--- src/rtl/tod_pkg.sv ---
`timescale 1ns / 1ps

package tod_pkg;

    localparam int SAMPLE_BITS_DEF = 16;
    localparam int COUNT_BITS_DEF  = 8;

    localparam int LIMIT_BITS    = 15;
    localparam int STABLE_BITS   = 8;
    localparam int CFG_IDX_BITS  = 2;
    localparam int CFG_DATA_BITS = 15;
    localparam int ORIENT_BITS   = 3;

    typedef logic [ORIENT_BITS-1:0] t_orient;

    localparam t_orient OR_START = 3'd0;
    localparam t_orient OR_XPOS  = 3'd1;
    localparam t_orient OR_XNEG  = 3'd2;
    localparam t_orient OR_YPOS  = 3'd3;
    localparam t_orient OR_YNEG  = 3'd4;
    localparam t_orient OR_FLAT  = 3'd5;

    localparam logic [CFG_IDX_BITS-1:0] CFG_X_LIMIT      = 2'd0;
    localparam logic [CFG_IDX_BITS-1:0] CFG_Y_LIMIT      = 2'd1;
    localparam logic [CFG_IDX_BITS-1:0] CFG_Z_LIMIT      = 2'd2;
    localparam logic [CFG_IDX_BITS-1:0] CFG_STABLE_COUNT = 2'd3;

    localparam logic [LIMIT_BITS-1:0]  LIMIT_RST  = 15'd16384;
    localparam logic [STABLE_BITS-1:0] STABLE_RST = 8'd10;

    typedef struct packed {
        logic hit;
        logic neg;
    } t_lane_hit;

    typedef struct packed {
        t_orient orientation_now;
        logic    window_done;
        logic    changed;
    } t_result;

endpackage

--- src/rtl/tod_in_if.sv ---
`timescale 1ns / 1ps

interface tod_in_if #(
    parameter int SAMPLE_BITS = 16
);
    logic                          valid;
    logic                          ready;
    logic signed [SAMPLE_BITS-1:0] accel_x;
    logic signed [SAMPLE_BITS-1:0] accel_y;
    logic signed [SAMPLE_BITS-1:0] accel_z;

    modport source (output valid, output accel_x, output accel_y, output accel_z,
                    input ready);
    modport sink   (input valid, input accel_x, input accel_y, input accel_z,
                    output ready);
endinterface

--- src/rtl/tod_out_if.sv ---
`timescale 1ns / 1ps

interface tod_out_if;
    logic       valid;
    logic       ready;
    logic [2:0] orientation_now;
    logic       window_done;
    logic       changed;

    modport source (output valid, output orientation_now, output window_done,
                    output changed, input ready);
    modport sink   (input valid, input orientation_now, input window_done,
                    input changed, output ready);
endinterface

--- src/rtl/tod_axis_lane.sv ---
`timescale 1ns / 1ps

module tod_axis_lane
    import tod_pkg::*;
#(
    parameter int SAMPLE_BITS = SAMPLE_BITS_DEF
) (
    input  logic signed [SAMPLE_BITS-1:0] i_sample,
    input  logic [LIMIT_BITS-1:0]         i_limit,
    output t_lane_hit                     o_hit
);

    localparam int CMP_BITS = (SAMPLE_BITS > LIMIT_BITS) ? SAMPLE_BITS : LIMIT_BITS;

    logic                   neg;
    logic [SAMPLE_BITS-1:0] mag;

    // The most negative sample maps to its true magnitude as an unsigned value.
    assign neg = i_sample[SAMPLE_BITS-1];
    assign mag = neg ? (~i_sample + 1'b1) : i_sample;

    assign o_hit.neg = neg;
    assign o_hit.hit = CMP_BITS'(mag) > CMP_BITS'(i_limit);

endmodule

--- src/rtl/tod_merge.sv ---
`timescale 1ns / 1ps

module tod_merge
    import tod_pkg::*;
#(
    parameter int COUNT_BITS = COUNT_BITS_DEF
) (
    input  logic                   i_clk,
    input  logic                   i_rst_n,
    input  logic                   i_acc,
    input  t_lane_hit              i_hit_x,
    input  t_lane_hit              i_hit_y,
    input  t_lane_hit              i_hit_z,
    input  logic [STABLE_BITS-1:0] i_stable_count,
    output t_result                o_result
);

    localparam int NEED_BITS = (COUNT_BITS > STABLE_BITS) ? COUNT_BITS : STABLE_BITS;
    localparam logic [NEED_BITS-1:0] COUNT_MAX = NEED_BITS'({COUNT_BITS{1'b1}});

    t_orient               r_cur;
    t_orient               r_cand;
    logic [COUNT_BITS-1:0] r_pos;
    t_orient               n_cur;
    t_orient               n_cand;
    logic [COUNT_BITS-1:0] n_pos;

    t_orient               cls;
    logic [NEED_BITS-1:0]  stable_ext;
    logic [COUNT_BITS-1:0] need;
    logic                  commit;
    logic                  done;
    t_orient               commit_val;

    always_comb begin
        if (i_hit_x.hit) begin
            cls = i_hit_x.neg ? OR_XNEG : OR_XPOS;
        end else if (i_hit_y.hit) begin
            cls = i_hit_y.neg ? OR_YNEG : OR_YPOS;
        end else if (i_hit_z.hit) begin
            cls = OR_FLAT;
        end else begin
            cls = r_cur;
        end
    end

    assign stable_ext = NEED_BITS'(i_stable_count);
    assign need = (stable_ext > COUNT_MAX) ? COUNT_BITS'(COUNT_MAX)
                                           : COUNT_BITS'(stable_ext);

    always_comb begin
        n_cur      = r_cur;
        n_cand     = r_cand;
        n_pos      = r_pos;
        commit     = 1'b0;
        done       = 1'b0;
        commit_val = r_cand;
        if (r_pos == '0) begin
            n_cand     = cls;
            commit_val = cls;
            if (need == '0) begin
                commit = 1'b1;
            end else begin
                n_pos = COUNT_BITS'(1);
            end
        end else if (cls != r_cand) begin
            done  = 1'b1;
            n_pos = '0;
        end else if (r_pos >= need) begin
            commit = 1'b1;
        end else begin
            n_pos = r_pos + 1'b1;
        end
        if (commit) begin
            done  = 1'b1;
            n_cur = commit_val;
            n_pos = '0;
        end
        o_result.orientation_now = n_cur;
        o_result.window_done     = done;
        o_result.changed         = commit && (commit_val != r_cur);
    end

    always_ff @(posedge i_clk) begin
        if (!i_rst_n) begin
            r_cur  <= OR_START;
            r_cand <= OR_START;
            r_pos  <= '0;
        end else if (i_acc) begin
            r_cur  <= n_cur;
            r_cand <= n_cand;
            r_pos  <= n_pos;
        end
    end

endmodule

--- src/rtl/tilt_orientation_debouncer_top.sv ---
`timescale 1ns / 1ps
// Channel   Direction  Carries
// i_smp     in         accel_x, accel_y, accel_z (one sample per transfer)
// o_res     out        orientation_now, window_done, changed (one per sample)
// i_cfg_*   in         register writes: x_limit, y_limit, z_limit, stable_count
//
// A sample can be taken every cycle unless the skid entry is full; the three axis
// lanes and the merge logic are combinational, and each result is then registered.
// A two-entry output buffer takes one more sample while a result is stalled.
// Reset is synchronous and active low; all but the buffer data registers reset to defaults.

module tilt_orientation_debouncer_top
    import tod_pkg::*;
#(
    parameter int SAMPLE_BITS = SAMPLE_BITS_DEF,
    parameter int COUNT_BITS  = COUNT_BITS_DEF
) (
    input  logic                     i_clk,
    input  logic                     i_rst_n,
    input  logic                     i_cfg_we,
    input  logic [CFG_IDX_BITS-1:0]  i_cfg_idx,
    input  logic [CFG_DATA_BITS-1:0] i_cfg_data,
    tod_in_if.sink                   i_smp,
    tod_out_if.source                o_res
);

    logic [LIMIT_BITS-1:0]  r_x_limit;
    logic [LIMIT_BITS-1:0]  r_y_limit;
    logic [LIMIT_BITS-1:0]  r_z_limit;
    logic [STABLE_BITS-1:0] r_stable;

    t_lane_hit hit_x;
    t_lane_hit hit_y;
    t_lane_hit hit_z;
    t_result   result;
    logic      acc;
    logic      take;

    t_result r_out;
    t_result r_skid;
    logic    r_out_v;
    logic    r_skid_v;

    always_ff @(posedge i_clk) begin
        if (!i_rst_n) begin
            r_x_limit <= LIMIT_RST;
            r_y_limit <= LIMIT_RST;
            r_z_limit <= LIMIT_RST;
            r_stable  <= STABLE_RST;
        end else if (i_cfg_we) begin
            unique case (i_cfg_idx)
                CFG_X_LIMIT:      r_x_limit <= i_cfg_data;
                CFG_Y_LIMIT:      r_y_limit <= i_cfg_data;
                CFG_Z_LIMIT:      r_z_limit <= i_cfg_data;
                CFG_STABLE_COUNT: r_stable  <= i_cfg_data[STABLE_BITS-1:0];
            endcase
        end
    end

    tod_axis_lane #(.SAMPLE_BITS(SAMPLE_BITS)) u_lane_x (
        .i_sample (i_smp.accel_x),
        .i_limit  (r_x_limit),
        .o_hit    (hit_x)
    );

    tod_axis_lane #(.SAMPLE_BITS(SAMPLE_BITS)) u_lane_y (
        .i_sample (i_smp.accel_y),
        .i_limit  (r_y_limit),
        .o_hit    (hit_y)
    );

    tod_axis_lane #(.SAMPLE_BITS(SAMPLE_BITS)) u_lane_z (
        .i_sample (i_smp.accel_z),
        .i_limit  (r_z_limit),
        .o_hit    (hit_z)
    );

    tod_merge #(.COUNT_BITS(COUNT_BITS)) u_merge (
        .i_clk          (i_clk),
        .i_rst_n        (i_rst_n),
        .i_acc          (acc),
        .i_hit_x        (hit_x),
        .i_hit_y        (hit_y),
        .i_hit_z        (hit_z),
        .i_stable_count (r_stable),
        .o_result       (result)
    );

    assign i_smp.ready = !r_skid_v;
    assign acc         = i_smp.valid && !r_skid_v;
    assign take        = r_out_v && o_res.ready;

    always_ff @(posedge i_clk) begin
        if (!i_rst_n) begin
            r_out_v  <= 1'b0;
            r_skid_v <= 1'b0;
        end else if (take || !r_out_v) begin
            if (r_skid_v) begin
                r_out_v  <= 1'b1;
                r_skid_v <= 1'b0;
            end else begin
                r_out_v <= acc;
            end
        end else if (acc) begin
            r_skid_v <= 1'b1;
        end
    end

    always_ff @(posedge i_clk) begin
        if (take || !r_out_v) begin
            if (r_skid_v) begin
                r_out <= r_skid;
            end else if (acc) begin
                r_out <= result;
            end
        end else if (acc) begin
            r_skid <= result;
        end
    end

    assign o_res.valid           = r_out_v;
    assign o_res.orientation_now = r_out.orientation_now;
    assign o_res.window_done     = r_out.window_done;
    assign o_res.changed         = r_out.changed;

`ifndef SYNTHESIS
    a_skid_needs_out: assert property (@(posedge i_clk) disable iff (!i_rst_n)
        r_skid_v |-> r_out_v)
        else $error("skid entry held while output register is empty");

    a_accept_fills_out: assert property (@(posedge i_clk) disable iff (!i_rst_n)
        acc |=> r_out_v)
        else $error("accepted sample did not reach the output register");

    a_changed_ends_window: assert property (@(posedge i_clk) disable iff (!i_rst_n)
        (o_res.valid && o_res.changed) |-> o_res.window_done)
        else $error("orientation change reported without a finished window");

    a_orient_code: assert property (@(posedge i_clk) disable iff (!i_rst_n)
        o_res.valid |-> (o_res.orientation_now <= OR_FLAT))
        else $error("orientation code out of range");
`endif

endmodule
--- src/flat_wrapper.sv ---
// flat-port wrapper written by rule: the top's interface ports become plain ports
module tilt_orientation_debouncer_top_flat import tod_pkg::*;
#(
    parameter int SAMPLE_BITS = SAMPLE_BITS_DEF,
    parameter int COUNT_BITS  = COUNT_BITS_DEF
)
  (i_clk, i_rst_n, i_cfg_we, i_cfg_idx, i_cfg_data, i_smp_valid, i_smp_accel_x, i_smp_accel_y, i_smp_accel_z, i_smp_ready, o_res_valid, o_res_orientation_now, o_res_window_done, o_res_changed, o_res_ready);
  tod_in_if #(.SAMPLE_BITS(SAMPLE_BITS)) i_smp_i ();
  tod_out_if o_res_i ();
  input  logic i_clk;
  input  logic i_rst_n;
  input  logic i_cfg_we;
  input  logic [CFG_IDX_BITS-1:0] i_cfg_idx;
  input  logic [CFG_DATA_BITS-1:0] i_cfg_data;
  input wire logic [$bits(i_smp_i.valid)-1:0] i_smp_valid;
  input wire logic [$bits(i_smp_i.accel_x)-1:0] i_smp_accel_x;
  input wire logic [$bits(i_smp_i.accel_y)-1:0] i_smp_accel_y;
  input wire logic [$bits(i_smp_i.accel_z)-1:0] i_smp_accel_z;
  output wire logic [$bits(i_smp_i.ready)-1:0] i_smp_ready;
  output wire logic [$bits(o_res_i.valid)-1:0] o_res_valid;
  output wire logic [$bits(o_res_i.orientation_now)-1:0] o_res_orientation_now;
  output wire logic [$bits(o_res_i.window_done)-1:0] o_res_window_done;
  output wire logic [$bits(o_res_i.changed)-1:0] o_res_changed;
  input wire logic [$bits(o_res_i.ready)-1:0] o_res_ready;
  assign i_smp_i.valid = i_smp_valid;
  assign i_smp_i.accel_x = i_smp_accel_x;
  assign i_smp_i.accel_y = i_smp_accel_y;
  assign i_smp_i.accel_z = i_smp_accel_z;
  assign i_smp_ready = i_smp_i.ready;
  assign o_res_valid = o_res_i.valid;
  assign o_res_orientation_now = o_res_i.orientation_now;
  assign o_res_window_done = o_res_i.window_done;
  assign o_res_changed = o_res_i.changed;
  assign o_res_i.ready = o_res_ready;
  tilt_orientation_debouncer_top #(.SAMPLE_BITS(SAMPLE_BITS), .COUNT_BITS(COUNT_BITS)) u_core (.i_clk(i_clk), .i_rst_n(i_rst_n), .i_cfg_we(i_cfg_we), .i_cfg_idx(i_cfg_idx), .i_cfg_data(i_cfg_data), .i_smp(i_smp_i), .o_res(o_res_i));
endmodule
--- config.mk ---
export PLATFORM = sky130hd
export DESIGN_NAME = tilt_orientation_debouncer_top_flat
export DESIGN_NICKNAME = d
export VERILOG_FILES = /design/src/rtl/tod_pkg.sv /design/src/rtl/tod_in_if.sv /design/src/rtl/tod_out_if.sv /design/src/rtl/tod_axis_lane.sv /design/src/rtl/tod_merge.sv /design/src/rtl/tilt_orientation_debouncer_top.sv /design/src/flat_wrapper.sv
export SDC_FILE = /design/constraint.sdc
export NUM_CORES = 1
export LEC_CHECK = 0
export BUFFER_PORTS_ARGS = -buffer_cell sky130_fd_sc_hd__buf_2
export CAP_MARGIN = 20
export CORE_ASPECT_RATIO = 1.1
export CORE_MARGIN = 1
export CORE_UTILIZATION = 59
export DETAILED_ROUTE_END_ITERATION = 10
export HOLD_SLACK_MARGIN = 0.02
export PLACE_DENSITY = 0.81
export REMOVE_ABC_BUFFERS = 1
export SLEW_MARGIN = 20
export SYNTH_ARGS = -nofsm -noshare
export SYNTH_HDL_FRONTEND = slang
export SYNTH_SLANG_ARGS = --single-unit
--- constraint.sdc ---
create_clock -name i_clk -period 6.7 [get_ports i_clk]
set_clock_uncertainty 0.05 [all_clocks]
set_input_delay 1.005 -clock i_clk [delete_from_list [all_inputs] [get_ports i_clk]]
set_output_delay 1.005 -clock i_clk [all_outputs]
set_load 0.01 [all_outputs]
==> flow_metrics.py, run 1 <==
metrics = {
    "cells_and_area": {
        "layout.cells.non_filler": 921,
        "utilization": 0.677,
        "finalNetCount": 927,
        "antenna_cells": 0,
        "synthToLayoutAreaGrowth_pct": 11.1,
        "fin_area_um2": 6330,
        "multiInputGateArea_um2": 3670,
        "fillers": 794,
        "drive_above_1_share": 0.149,
        "seq_area_um2": 1680,
    },
    "setup_path": {
        "critPathMaxFanout": 5,
        "critPathSlowestCell": "o311ai_0",
        "end_kind": "flop",
        "worst-path-buf-inv": 1,
        "worstPathArrival_ns": 5.84,
        "path_cells": "buf_2 > or4_4 > or2_2 > or3_1 > o31ai_1 > xnor2_1 > ha_1 > nand3_1 > nor4_1 > a21boi_0 > o311ai_0 > o21ai_0 > o21ai_2 > xnor2_1 > a211o_2 > a21oi_2 > mux2_4",
        "cp-start-kind": "input port",
        "path_delay_family": "compound AO/OA/AOI/OAI gates",
        "critPathKind": "in2reg",
        "crit_top_cell": "xnor2_1",
        "cpPeakStageDelay_ns": 0.86,
        "reg2reg_slack_ns": 2.73,
        "crit_required_ns": 6.78,
    },
    "logic_synthesis": {
        "synth-seq-cells": 79,
        "synth_warnings": 0,
        "synth_edf_count": 10,
        "syn-cell-area_um2": 5700,
        "synth_cells": 735,
        "synth.top_cell.area_share": 0.242,
        "synth_flop_cell": "dfxtp_1",
        "synth_area_leader_cell": "dfxtp_1",
        "syn_avg_cell_area_um2": 7.75,
        "ys_seq_area_frac": 0.295,
        "ys_async_sr_fraction": 0,
        "synth.most_common_cell": "nand2_1",
        "synth.distinct_cells": 67,
        "yosys-top-cells-area": "dfxtp_1, ha_1, nand2_1",
        "synthTopCellsByCount": "nand2_1, a21oi_1, dfxtp_1",
    },
    "clocking": {
        "htreeDepth": 3,
        "cts_sinks": 79,
        "cts-resized-gates": 0,
        "insertion_delay_ns": 0.37,
        "tritoncts": "built",
        "cts_made_buffers": 9,
        "ctsHoldBuffers": 0,
        "clk_path_buf_depth": 2,
        "cts_root_buf": "clkbuf_8",
        "post_cts_buffers": 0,
        "clk_pin_slew_ns": 0.09,
    },
    "timing": {
        "layout_min_cycle_time_ns": 5.76,
        "setup_viol": 0,
        "relSlewSlack": 0.353,
        "timing.final.ws_setup_ns": 0.936,
        "hold_viol_final": 0,
        "finalCritPeriodShare": 0.860,
        "fmax_mhz": 173,
        "whs_ns": 0.407,
        "setup_tns_ns": 0,
        "rsz0062_at_grt": "no",
        "tightest_slew_ns": 0.958,
        "final_max_slew_viol_count": 0,
    },
    "route": {
        "drt_first_pass_iters": 5,
        "drc": 0,
        "ant_nets": 0,
        "via_per_inst": 5.98,
        "drt_iter0_drc": 435,
        "wl_per_cell_um": 15.3,
        "routed_wirelength_mm": 14.1,
        "vias": 5504,
    },
    "global_route": {
        "grt_start_max_net_pins": 57,
        "grt_pass1_vias": 5181,
        "grtUsageTotal": 0.297,
        "grt_first_pass_wirelength_mm": 23.5,
        "antenna_found_initial": 0,
        "grt.overflow.total": 0,
    },
    "pwr": {
        "p_switching_uw": 410,
        "p_sw_frac": 0.345,
        "power_frac_comb": 0.288,
        "finalPower_mw": 1.19,
        "clkPwrFrac": 0.280,
        "power_density_nw_per_um2": 188,
        "power_frac_seq": 0.432,
        "leakage_nw": 2.49,
        "vdd_drop_max_v": 0.000185,
        "p_int_uw": 779,
    },
    "floorplan": {
        "io_pins": 77,
        "die_area_um2": 10100,
        "coreArea_um2": 9350,
        "initial_utilization": 0.609,
        "die_h_um": 105,
        "die_w_um": 95.7,
        "row_count": 37,
    },
    "placed_design": {
        "place_congestion": 0.954,
        "dp_slack_ns": 0.638,
        "dp.cells": 904,
        "hpwl_mm": 11.0,
        "port_buffers": 76,
        "place_area_um2": 6150,
    },
    "run_status": {
        "status": "complete, no violations",
    },
    "worst_hold_path": {
        "worstHoldPathType": "reg2reg",
    },
    "job": {
        "cap_violations": 0,
    },
}
cell type report:
cell class                      count  share of cell area
Multi-Input combinational cell    564               0.580
Sequential cell                    79               0.266
Timing Repair Buffer               80              0.0648
Inverter                           65              0.0385
Tap cell                          117              0.0231
Clock buffer                        9              0.0196
Clock inverter                      7             0.00869
final timing paths:
check,from,end,cells past startpoint
worst max register to register,u_core.r_y_limit[8],u_core.r_skid[2],12
worst min register to register,u_core.r_x_limit[9],u_core.r_x_limit[9],2
worst min-delay path,u_core.r_x_limit[9],u_core.r_x_limit[9],2
worst max-delay path,i_smp_accel_y[5],u_core.r_skid[2],17
state kept, by name (all words and copies together), names as in the netlist:
signal                        flops
u_core.r_y_limit                 15
u_core.r_skid                     5
u_core.o_res.orientation_now      3
u_core.r_skid_v                   1
u_core.r_stable                   8
u_core.r_z_limit                 15
u_core.o_res.valid                1
u_core.u_merge.r_cur              3
u_core.u_merge.r_pos              8
u_core.r_x_limit                 15
u_core.o_res.window_done          1
u_core.o_res.changed              1
u_core.u_merge.r_cand             3
placed cells by master, fill, tap and decap left out, types with 17 or more instances in the layout:
cell	n
o21ai_0	25
inv_1	64
ha_1	58
nor2_1	33
a21oi_1	74
nand2_1	140
buf_2	76
nor3_1	17
xnor2_1	44
dfxtp_1	69
tightest hold or removal path: cells and delay by family (launching register included):
| kind | cells | cell delay, ns |
|---|---|---|
| compound gates | 1 | 0.05 |
| flops | 1 | 0.32 |
| simple gates | 1 | 0.05 |
routing by layer:
layer | wire [um] | up-vias | part of all wire | track usage
met4 | 456 | 0 | 0.032 | 0.127
met5 | 0 | - | 0 | 0
met1 | 5940 | 2512 | 0.42 | 0.378
met3 | 1070 | 40 | 0.076 | 0.0611
met2 | 6610 | 235 | 0.47 | 0.480
li1 | - | 2717 | - | -
kinds of logic (layout without fill, tap and decap cells):
family	count (synthesis)	after routing	synth area share
multiplexers	6	6	0.0127
AND/OR/NAND/NOR	268	268	0.219
adder cells (fa/ha/maj)	58	58	0.127
buffers and inverters	92	161	0.0606
flip-flops	79	79	0.295
XOR/XNOR	50	50	0.0768
AO/OA/AOI/OAI	182	182	0.208
power by group through the flow:
stage               sequential (mW)  combinational [mW]  clock (mW)
finish                        0.513               0.342       0.333
global route                  0.516               0.381       0.357
CTS                           0.513               0.338       0.334
detailed placement            0.524               0.335           0
global placement              0.523               0.318           0
floorplan                     0.523               0.229           0
Power figures use the tool's default switching activity.
==> run 2, diff against run 1 <==
--- a/config.mk
+++ b/config.mk
@@ -12,7 +12,7 @@
 export CORE_UTILIZATION = 59
 export DETAILED_ROUTE_END_ITERATION = 10
 export HOLD_SLACK_MARGIN = 0.02
-export PLACE_DENSITY = 0.81
+export PLACE_DENSITY = 0.89
 export REMOVE_ABC_BUFFERS = 1
 export SLEW_MARGIN = 20
 export SYNTH_ARGS = -nofsm -noshare
==> flow_metrics.py, run 2 (same netlist as run 1, synthesis figures left out) <==
metrics = {
    "route": {
        "vias": 5553,
        "drt_iter0_drc": 438,
        "ant_nets": 0,
        "wl_per_cell_um": 15.6,
        "routed_wirelength_mm": 14.3,
        "via_per_inst": 6.04,
        "drt_first_pass_iters": 5,
        "drc": 0,
    },
    "timing": {
        "setup_tns_ns": 0,
        "relSlewSlack": 0.365,
        "finalCritPeriodShare": 0.871,
        "hold_viol_final": 0,
        "layout_min_cycle_time_ns": 5.84,
        "fmax_mhz": 171,
        "whs_ns": 0.406,
        "setup_viol": 0,
        "timing.final.ws_setup_ns": 0.862,
        "final_max_slew_viol_count": 0,
        "tightest_slew_ns": 0.941,
        "rsz0062_at_grt": "no",
    },
    "placed_design": {
        "hpwl_mm": 11.2,
        "place_congestion": 0.985,
        "port_buffers": 76,
        "dp_slack_ns": 0.615,
    },
    "cells_and_area": {
        "antenna_cells": 0,
        "drive_above_1_share": 0.146,
        "utilization": 0.682,
        "fillers": 784,
        "final_cell_mix": "nand2_1, buf_2, a21oi_1",
        "layout_commonest_cell": "nand2_1",
        "synthToLayoutAreaGrowth_pct": 12.0,
        "finalNetCount": 926,
        "largest_registers": "u_core.r_x_limit x15, u_core.r_y_limit x15, u_core.r_z_limit x15",
    },
    "job": {
        "cap_violations": 0,
    },
    "setup_path": {
        "critPathLaunch": "i_smp_accel_y[5]",
        "critPathMaxFanout": 5,
        "r2r-start": "u_core.r_y_limit[6]",
        "reg2reg_slack_ns": 2.79,
        "crit_required_ns": 6.78,
        "worstPathArrival_ns": 5.92,
        "end_kind": "flop",
        "critPathKind": "in2reg",
        "cp-start-kind": "input port",
    },
    "floorplan": {
        "row_count": 37,
        "die_area_um2": 10100,
        "die_w_um": 95.7,
        "io_pins": 77,
        "initial_utilization": 0.609,
        "coreArea_um2": 9350,
        "die_h_um": 105,
    },
    "pwr": {
        "finalPower_mw": 1.27,
        "power_density_nw_per_um2": 199,
        "leakage_nw": 2.51,
        "vdd_drop_max_v": 0.000163,
    },
    "global_route": {
        "grtUsageTotal": 0.303,
        "grt.overflow.total": 0,
        "grt_first_pass_wirelength_mm": 23.8,
        "grt_pass1_vias": 5351,
        "antenna_found_initial": 0,
        "grt_start_max_net_pins": 57,
    },
    "clocking": {
        "ctsHoldBuffers": 0,
        "cts_sinks": 79,
        "tritoncts": "built",
        "post_cts_buffers": 0,
        "insertion_delay_ns": 0.37,
        "clk_pin_slew_ns": 0.08,
        "cts_root_buf": "clkbuf_8",
        "htreeDepth": 3,
        "cts-resized-gates": 0,
        "clk_path_buf_depth": 2,
        "cts_made_buffers": 9,
    },
    "run_status": {
        "status": "complete, no violations",
    },
    "worst_hold_path": {
        "worstHoldPathType": "reg2reg",
        "min_from": "u_core.r_z_limit[4]",
    },
}
## run 2: cell count changes in the layout (fill, tap and decap cells not counted), sizes merged
cell / delta
buf: -1
bufinv: +3
clkbuf: +2
clkinvlp: -2
inv: -3
## run 2: worst paths after layout
path	endpoint	cells after the start
worst max-delay path	u_core.r_skid[2]	17
worst min-delay path	u_core.r_z_limit[4]	2
worst max register to register	u_core.r_skid[2]	12
worst min register to register	u_core.r_z_limit[4]	2
## run 2: final cells by class
cell class              instances  area (um2)  area share
clock buffers                  11         131      0.0206
clock inverters                 5        97.6      0.0153
inverters                      65         244      0.0382
multi-input cells             564        3680       0.576
flip-flops and latches         79        1680       0.264
well taps                     117         146      0.0229
repair buffers                 79         403      0.0631
## run 2: through the flow
step / area, um2 / cells
3_3_place_gp: 6150 / 904
6_report: 6380 / 920
3_5_place_dp: 6150 / 904
5_1_grt: 6380 / 920
2_1_floorplan: 5600 / 708
4_1_cts: 6380 / 920
## run 2: worst max-delay path: stages
cell	delay, ns
buf_2	0.12
or4_4	0.54
or2_2	0.31
or3_1	0.39
o31ai_1	0.27
xnor2_1	0.17
ha_1	0.26
nand3_1	0.12
nor4_1	0.08
a21boi_0	0.17
o311ai_0	0.85
o41ai_1	0.29
nor2_1	0.23
nand3_1	0.18
a211o_2	0.40
a21oi_2	0.21
mux2_4	0.31
## run 2: per-layer routing
metal  routed length (um)  track usage  vias to the layer above  part of all wire
met5                    0            0                        -                 0
met4                  634        0.161                        0             0.044
met3                  953       0.0524                       59             0.066
met2                 6720        0.490                      228              0.47
met1                 6040        0.377                     2551              0.42
li1                     -            -                     2715                 -
## run 2: power breakdown
group | switching [mW] | leakage, nW | internal, mW | total (mW)
combinational | 0.200 | 1.74 | 0.140 | 0.341
clock | 0.170 | 0.113 | 0.245 | 0.415
sequential | 0.0142 | 0.657 | 0.500 | 0.514
